===== config.mk =====
export PLATFORM = sky130hd
export DESIGN_NAME = bb3_average_flat
export DESIGN_NICKNAME = d
export VERILOG_FILES = /design/src/rtl/bb3_pkg.sv /design/src/rtl/bb3_if.sv /design/src/rtl/bb3_average.sv /design/src/flat_wrapper.sv
export SDC_FILE = /design/constraint.sdc
export NUM_CORES = 1
export LEC_CHECK = 0
export BUFFER_PORTS_ARGS = -buffer_cell sky130_fd_sc_hd__buf_4
export CORE_MARGIN = 5
export CORE_UTILIZATION = 57
export CTS_CLUSTER_DIAMETER = 150
export CTS_CLUSTER_SIZE = 16
export DETAILED_ROUTE_END_ITERATION = 8
export HOLD_SLACK_MARGIN = 0.1
export PLACE_DENSITY_LB_ADDON = 0.3
export SLEW_MARGIN = 5
export SYNTH_ARGS = -nofsm -noshare
export SYNTH_HDL_FRONTEND = slang
export SYNTH_SLANG_ARGS = --single-unit
export TNS_END_PERCENT = 5

===== constraint.sdc =====
create_clock -name clock -period 10.2 [get_ports clock]
set_input_delay 1.53 -clock clock [delete_from_list [all_inputs] [get_ports clock]]
set_output_delay 1.53 -clock clock [all_outputs]
set_load 0.1 [all_outputs]

===== src/rtl/bb3_pkg.sv =====
`timescale 1ns / 1ps
package bb3_pkg;

   localparam int CSR_INDEX_W = 2;
   localparam int CSR_DATA_W  = 16;
   localparam int WIDTH_REG_W = 11;
   localparam int HEIGHT_W    = 16;
   localparam int SUM_W       = 12;   // nine 8-bit samples
   localparam int COUNT_W     = 4;
   localparam int RECIP_FRAC  = 16;
   localparam int RECIP_W     = RECIP_FRAC + 1;
   localparam int SHIFT_W     = 2;

   localparam logic [CSR_INDEX_W-1:0] REG_FRAME_WIDTH  = 2'd0;
   localparam logic [CSR_INDEX_W-1:0] REG_FRAME_HEIGHT = 2'd1;

   localparam logic [WIDTH_REG_W-1:0] FRAME_WIDTH_RESET  = 11'd1024;
   localparam logic [HEIGHT_W-1:0]    FRAME_HEIGHT_RESET = 16'd768;

   typedef enum logic {
      OP_PIXEL = 1'b0,
      OP_FLUSH = 1'b1
   } op_type;

   typedef struct packed {
      logic [7:0] red;
      logic [7:0] green;
      logic [7:0] blue;
   } pixel_type;

   // [0] upper row, [1] middle row, [2] lower row
   typedef pixel_type [2:0] column_type;
   // [0] left, [1] center, [2] right
   typedef column_type [2:0] window_type;

   typedef struct packed {
      pixel_type upper;
      pixel_type middle;
   } line_entry_type;

   // neighbors to leave out, plus the end-of-frame marker
   typedef struct packed {
      logic top;
      logic bottom;
      logic left;
      logic right;
      logic last;
   } nbr_flags_type;

   typedef struct packed {
      logic [SHIFT_W-1:0] shift;
      logic [RECIP_W-1:0] mult;
   } recip_type;

   // floor(n / (2*count)) == ((n >> shift) * mult) >> RECIP_FRAC for n < 2^13
   function automatic recip_type recip_of(logic [COUNT_W-1:0] count);
      recip_type r;
      case (count)
         4'd1:    r = '{shift: 2'd1, mult: 17'd65536};
         4'd2:    r = '{shift: 2'd2, mult: 17'd65536};
         4'd3:    r = '{shift: 2'd1, mult: 17'd21846};
         4'd4:    r = '{shift: 2'd3, mult: 17'd65536};
         4'd6:    r = '{shift: 2'd2, mult: 17'd21846};
         4'd9:    r = '{shift: 2'd1, mult: 17'd7282};
         default: r = '{shift: 2'd0, mult: 17'd65536};
      endcase
      return r;
   endfunction

endpackage


===== src/rtl/bb3_if.sv =====


interface bb3_rsp_if;
   logic       valid;
   logic       ready;
   logic [7:0] out_red;
   logic [7:0] out_green;
   logic [7:0] out_blue;
   logic       frame_last;

   modport source (output valid, out_red, out_green, out_blue, frame_last, input ready);
   modport sink (input valid, out_red, out_green, out_blue, frame_last, output ready);
endinterface


===== src/rtl/bb3_average.sv =====
`timescale 1ns / 1ps
module bb3_average (
   input  logic                   clock,
   input  logic                   reset,
   input  logic                   in_valid,
   output logic                   in_ready,
   input  bb3_pkg::nbr_flags_type in_flags,
   input  bb3_pkg::window_type    window,
   bb3_rsp_if.source              rsp_ch
);
   import bb3_pkg::*;

   localparam int NUM_W  = SUM_W + 1;
   localparam int PROD_W = NUM_W + RECIP_W;

   logic               s3_valid_ff, s3_valid_in;
   logic               out_valid_ff, out_valid_in;
   logic               adv_out, adv3, s3_fire;
   logic [SUM_W-1:0]   sum_red, sum_green, sum_blue;
   logic [COUNT_W-1:0] count;
   logic [SUM_W-1:0]   s3_red_ff, s3_green_ff, s3_blue_ff;
   logic [COUNT_W-1:0] s3_count_ff;
   logic               s3_last_ff;
   pixel_type          out_pixel_ff;
   logic               out_last_ff;

   // rounded average: floor((2*total + count) / (2*count))
   function automatic logic [7:0] scaled_avg(logic [SUM_W-1:0] total,
                                             logic [COUNT_W-1:0] cnt);
      logic [NUM_W-1:0]  num;
      logic [NUM_W-1:0]  x;
      logic [PROD_W-1:0] prod;
      recip_type         rc;
      rc   = recip_of(cnt);
      num  = {total, 1'b0} + NUM_W'(cnt);
      x    = num >> rc.shift;
      prod = PROD_W'(x) * PROD_W'(rc.mult);
      return prod[RECIP_FRAC +: 8];
   endfunction

   assign adv_out  = !out_valid_ff || rsp_ch.ready;
   assign adv3     = !s3_valid_ff || adv_out;
   assign s3_fire  = s3_valid_ff && adv_out;
   assign in_ready = adv3;

   always_comb begin
      sum_red   = '0;
      sum_green = '0;
      sum_blue  = '0;
      count     = '0;
      for (int dc = 0; dc < 3; dc++) begin
         for (int dr = 0; dr < 3; dr++) begin
            if (!((dr == 0 && in_flags.top) || (dr == 2 && in_flags.bottom) ||
                  (dc == 0 && in_flags.left) || (dc == 2 && in_flags.right))) begin
               sum_red   = sum_red + SUM_W'(window[dc][dr].red);
               sum_green = sum_green + SUM_W'(window[dc][dr].green);
               sum_blue  = sum_blue + SUM_W'(window[dc][dr].blue);
               count     = count + COUNT_W'(1);
            end
         end
      end
   end

   always_comb begin
      s3_valid_in  = adv3 ? in_valid : s3_valid_ff;
      out_valid_in = adv_out ? s3_valid_ff : out_valid_ff;
   end

   always_ff @(posedge clock) begin
      if (reset) begin
         s3_valid_ff  <= 1'b0;
         out_valid_ff <= 1'b0;
      end else begin
         s3_valid_ff  <= s3_valid_in;
         out_valid_ff <= out_valid_in;
      end
   end

   always_ff @(posedge clock) begin
      if (in_valid && adv3) begin
         s3_red_ff   <= sum_red;
         s3_green_ff <= sum_green;
         s3_blue_ff  <= sum_blue;
         s3_count_ff <= count;
         s3_last_ff  <= in_flags.last;
      end
      if (s3_fire) begin
         out_pixel_ff.red   <= scaled_avg(s3_red_ff, s3_count_ff);
         out_pixel_ff.green <= scaled_avg(s3_green_ff, s3_count_ff);
         out_pixel_ff.blue  <= scaled_avg(s3_blue_ff, s3_count_ff);
         out_last_ff        <= s3_last_ff;
      end
   end

   assign rsp_ch.valid      = out_valid_ff;
   assign rsp_ch.out_red    = out_pixel_ff.red;
   assign rsp_ch.out_green  = out_pixel_ff.green;
   assign rsp_ch.out_blue   = out_pixel_ff.blue;
   assign rsp_ch.frame_last = out_last_ff;

`ifndef SYNTHESIS
   a_count_legal: assert property (@(posedge clock) disable iff (reset)
      s3_valid_ff |-> (s3_count_ff == 4'd1 || s3_count_ff == 4'd2 || s3_count_ff == 4'd3 ||
                       s3_count_ff == 4'd4 || s3_count_ff == 4'd6 || s3_count_ff == 4'd9))
      else $error("neighbor count outside the possible set");

   a_sum_bound: assert property (@(posedge clock) disable iff (reset)
      s3_valid_ff |-> (s3_red_ff <= SUM_W'(s3_count_ff) * SUM_W'(255) &&
                       s3_green_ff <= SUM_W'(s3_count_ff) * SUM_W'(255) &&
                       s3_blue_ff <= SUM_W'(s3_count_ff) * SUM_W'(255)))
      else $error("channel total exceeds count times full scale");

   a_s3_hold: assert property (@(posedge clock) disable iff (reset)
      s3_valid_ff && !adv_out |=> s3_valid_ff && $stable(s3_red_ff) &&
                                  $stable(s3_count_ff) && $stable(s3_last_ff))
      else $error("sum stage changed while output stalled");
`endif

endmodule


===== src/flat_wrapper.sv =====
// flat-port wrapper written by rule: the top's interface ports become plain ports
module bb3_average_flat import bb3_pkg::*;
  (clock, reset, in_valid, in_ready, in_flags, window, rsp_ch_valid, rsp_ch_out_red, rsp_ch_out_green, rsp_ch_out_blue, rsp_ch_frame_last, rsp_ch_ready);
  bb3_rsp_if rsp_ch_i ();
  input  logic clock;
  input  logic reset;
  input  logic in_valid;
  output logic in_ready;
  input  bb3_pkg::nbr_flags_type in_flags;
  input  bb3_pkg::window_type window;
  output wire logic [$bits(rsp_ch_i.valid)-1:0] rsp_ch_valid;
  output wire logic [$bits(rsp_ch_i.out_red)-1:0] rsp_ch_out_red;
  output wire logic [$bits(rsp_ch_i.out_green)-1:0] rsp_ch_out_green;
  output wire logic [$bits(rsp_ch_i.out_blue)-1:0] rsp_ch_out_blue;
  output wire logic [$bits(rsp_ch_i.frame_last)-1:0] rsp_ch_frame_last;
  input wire logic [$bits(rsp_ch_i.ready)-1:0] rsp_ch_ready;
  assign rsp_ch_valid = rsp_ch_i.valid;
  assign rsp_ch_out_red = rsp_ch_i.out_red;
  assign rsp_ch_out_green = rsp_ch_i.out_green;
  assign rsp_ch_out_blue = rsp_ch_i.out_blue;
  assign rsp_ch_frame_last = rsp_ch_i.frame_last;
  assign rsp_ch_i.ready = rsp_ch_ready;
  bb3_average u_core (.clock(clock), .reset(reset), .in_valid(in_valid), .in_ready(in_ready), .in_flags(in_flags), .window(window), .rsp_ch(rsp_ch_i));
endmodule

==> metrics.md <==
| Metric | Value |
|---|---|
| Status | finished, final reports clean |
| CTS H-tree lvls | 3 |
| Distinct cell type count after synthesis | between 80 and 90 |
| Final setup fails | 0 |
| Clock-pin slew on the worst setup and hold paths | 70 ps |
| Initial antenna violation count | 16 |
| Delay of the slowest critical-path stage | 530 ps |
| WL/cell | 17.0 um |
| Worst EP required | around 10000 ps |
| Count of state elements after synthesis | 68 |
| Hold Path End | u_core.rsp_ch.frame_last |
| Total GRT Usage | 27.9% |
| Worst r2r dst | u_core.rsp_ch.out_green[3] |
| CTS Root Cell | clkbuf_16 |
| CTS tree | done |
| Peak VDD IR | 0.000252 V |
| Clk pwr share | about 3.8% |
| Worst hold margin | roughly 420 ps |
| Pins Over Slew Limit | 0 |
| Buf+Inv Stages, Crit Path | 4 |
| Top cells by area, synth | ha_1 21%, fa_1 20%, edfxtp_1 7.9% |
| Nets | 4306 |
| Via density | 5.59 |
| Sequential share of power | 8.2% |
| Critical path arrival | 10110 ps |
| Cell taking the most area after synthesis | ha_1 |
| Pre-antenna DRT Iters | 5 |
| Total grt overflow | 0 |
| Cells on worst reg2reg path | 25 |
| Comb power frac | between 80% and 90% |
| Crit path max-delay cell type | or4_4 |
| Final GP Congestion | 0.966 |
| Core area | 43300 um^2 |
| Clk Latency, worst-skew pair | 360 ps |
| Crit. End Element | register |
| Post-DRT Antenna Nets | 0 |
| Avg Cell Area, Syn | about 8.1 um^2 |
| Die width | 220 um |
| Starting Density | 58.0% |
| Post-synth EDFFs | 66 |
| Hold Fails Final Rpt | 0 |
| First-pass GRT wire length | roughly 110000 um |
| Die area | 48300 um^2 |
| # rows | 76 |
| Startpoint Class | input pin |
| Hold WC Path Type | register to register |
| Layout cell share with drive strength beyond 1 | 17.2% |
| I/O pin total | 252 |
| Sink Count | 68 |
| Clk_skew | 12.8 ps |
| Post-route clock period utilization | just under 100% |
| Clock Path Buffers | 2 |
| Vias in the first global route | 23.1k |
| Minimum clock period | 9880 ps |
| Cell Pwr Density | 295 nW/um^2 |
| Async SR Flop Fraction | 0% |
| Hold path start | u_core.s3_last_ff |
| Leak | 14.7 nW |
| WHS Path Cells | 0 |
| Largest net degree at the start of global routing | 65 |
| Max Fclk | just over 100 MHz |
| DP HPWL | 59200 um |
| Critical path fanouts, max | 4 |
| Reg-to-Reg Start | u_core.s3_count_ff[0] |
| Crit path max-delay family | simple AND/OR/NAND/NOR gates |
| Vias after detailed routing | 22.4k |
| Power Internal | 4.09 mW |
| Headroom to the max-slew limit | 36.7% |
| Critical path's most frequent cell | ha_4 |
| Area growth, synth to finish | 17.0% |
| Synth Flop Type | edfxtp_1 |
| Drc violations | 0 |
| Max_cap viols | 0 |
| Sw Ratio | 52.8% |
| Post-Syn Instances | 3107 |
| Post-synthesis sequential area ratio | a little over 8% |
| Overall routed net length | between 60000 and 70000 um |
| Initial DRC Count | approximately 1.0k |
| WS Path Type | input pin to register |
| I/O Buffers | 251 |
| Overall Power | 8.66 mW |
| Synth Cell Area | 25100 um^2 |
| Worst Max-Slew Pin Slew | between 900 and 1000 ps |
| Synth top area share | 21.1% |
| Vertical die dimension | ~220 um |
| R2R Setup Slk | 1270 ps |
| P_sw | 4.57 mW |
| Synth Warn # | 0 |
| Unrepaired setup endpoints after global routing | yes |
| CTS Buf Count | 9 |
-- cell families (layout without fill, tap and decap cells) --
| logic type | after synthesis | after routing | share of synthesized area, % |
|---|---|---|---|
| AO/OA/AOI/OAI | 700 | 700 | 17.0 |
| flip-flops | 68 | 68 | 8.06 |
| other | 2 | 26 | 0.0299 |
| AND/OR/NAND/NOR | 796 | 796 | 14.7 |
| XOR/XNOR | 216 | 216 | 7.60 |
| adder cells (fa/ha/maj) | 675 | 675 | 41.2 |
| buffers and inverters | 591 | 883 | 8.89 |
| multiplexers | 59 | 59 | 2.52 |
-- placed cells by master, fill, tap and decap left out, types with 21 or more instances in the layout --
| cell | Yosys | layout |
|---|---|---|
| o21ai_0 | 166 | 129 |
| nor3_1 | 35 | 32 |
| o21ai_1 | 2 | 31 |
| xor2_1 | 67 | 66 |
| o21bai_1 | 27 | 27 |
| o21a_1 | 23 | 23 |
| a21oi_2 | 1 | 41 |
| edfxtp_1 | 66 | 66 |
| a21oi_1 | 270 | 229 |
| mux2_2 | 29 | 29 |
| nand2b_1 | 27 | 25 |
| fa_1 | 252 | 248 |
| xnor2_1 | 148 | 140 |
| a211oi_1 | 28 | 21 |
| nand3_1 | 34 | 33 |
| and2_1 | 31 | 27 |
| buf_4 | 0 | 362 |
| nor2_1 | 345 | 336 |
| ha_1 | 422 | 401 |
| inv_1 | 503 | 500 |
| nand2_1 | 169 | 169 |
| nor2b_1 | 56 | 51 |
| mux2i_1 | 29 | 28 |
| a21o_1 | 50 | 50 |
-- how the worst max path moves through the flow --
| stage | cells after the start | end | slack [ps] | start |
|---|---|---|---|---|
| 6_report | 47 | u_core.s3_blue_ff[11] | 320 | in_flags[4] |
| 5_1_grt | 50 | u_core.s3_red_ff[10] | -140 | in_flags[4] |
| 4_1_cts | 49 | u_core.s3_green_ff[10] | 30 | in_flags[4] |
| 3_5_place_dp | 48 | u_core.s3_green_ff[10] | -400 | in_flags[4] |
| 3_3_place_gp | 46 | u_core.s3_blue_ff[10] | -50 | in_flags[4] |
| 2_1_floorplan | 47 | u_core.s3_blue_ff[10] | -40 | in_flags[4] |
-- power by group through the flow --
| stage | Sequential (mW) | Clock [mW] | Combinational (mW) |
|---|---|---|---|
| global route | 0.725 | 0.349 | 8.61 |
| floorplan | 1.04 | 0 | 5.19 |
| global placement | 0.709 | 0 | 7.03 |
| detailed placement | 0.714 | 0 | 7.30 |
| finish | 0.708 | 0.333 | 7.62 |
| CTS | 0.708 | 0.340 | 7.37 |
-- repair_timing --
item	4_1_cts	5_1_grt
endpoints found under the setup margin	1	15
setup buffers	0	9
resized for setup	1	165
hold buffers	0	0
pin swaps	0	52
-- layout make-up --
cell class	instances	area [um^2]
Inverter	504	1890
Antenna cell	11	27.5
Tap cell	585	732
Multi-Input combinational cell	2461	21600
Sequential cell	68	2020
Clock buffer	9	225
Timing Repair Buffer	363	2740
Clock inverter	7	82.6
Fill cell	3660	13900
-- flip-flops by register name, indices dropped and copies added, names as in the netlist --
| name | cells |
|---|---|
| u_core.s3_blue_ff | 12 |
| u_core.s3_green_ff | 12 |
| u_core.s3_red_ff | 12 |
| u_core.rsp_ch.out_blue | 8 |
| u_core.rsp_ch.out_green | 8 |
| u_core.rsp_ch.out_red | 8 |
| u_core.s3_count_ff | 4 |
| u_core.rsp_ch.frame_last | 1 |
| u_core.rsp_ch.valid | 1 |
| u_core.s3_last_ff | 1 |
| u_core.s3_valid_ff | 1 |
-- layer usage --
layer | vias up | part of all wire [%] | global-route usage [%]
met5 | - | 0.11 | 0
met4 | 10 | 3.4 | 9.78
met3 | 135 | 5.0 | 4.41
met2 | 584 | 51 | 50.9
met1 | 10700 | 41 | 33.2
li1 | 11000 | - | -
-- worst reg2reg max path, cell delays in order, from the launching register on --
cell and delay, ps:
edfxtp_1 680, nor4b_4 690, a21o_1 510, buf_4 450, mux2i_1 350, nor2_1 80, a21oi_1 560, nor2_1 130
fa_1 440, fa_1 480, fa_1 530, inv_1 50, fa_1 530, inv_1 50, fa_1 430, ha_1 320
nand4_1 90, or4b_2 650, o41ai_1 640, a21o_1 200, a21oi_1 90, o21bai_1 270, a21oi_1 150, nor2b_1 120
nor2_1 60, xnor2_1 130
-- metrics by stage --
stage          setup slack [ps]  cell area, um^2  TNS [ps]  cells  util (%)
2_1_floorplan             -36.3            25300     -36.3   3120         -
3_3_place_gp              -54.3            28300     -92.2   3972      65.5
3_5_place_dp               -404            28300     -2510   3972      65.5
4_1_cts                    28.4            28600         0   3988      66.2
5_1_grt                    -145            29300      -499   4007      67.8
6_report                    321            29300         0   4008      67.8
-- cells in the mapped netlist, drive strengths merged (13+ instances only) --
library cell / number
inv: 503
ha: 422
nor2: 345
a21oi: 272
fa: 252
o21ai: 170
nand2: 169
xnor2: 148
clkbuf: 74
xor2: 67
edfxtp: 66
nor2b: 56
a21o: 50
nor3: 35
nand3: 34
and2: 31
mux2: 30
a211oi: 29
mux2i: 29
nand2b: 27
o21bai: 27
o21a: 23
or2: 22
o31ai: 20
a31oi: 18
and3: 18
or3: 15
a21boi: 14
buf: 13
Power figures use the tool's default switching activity.
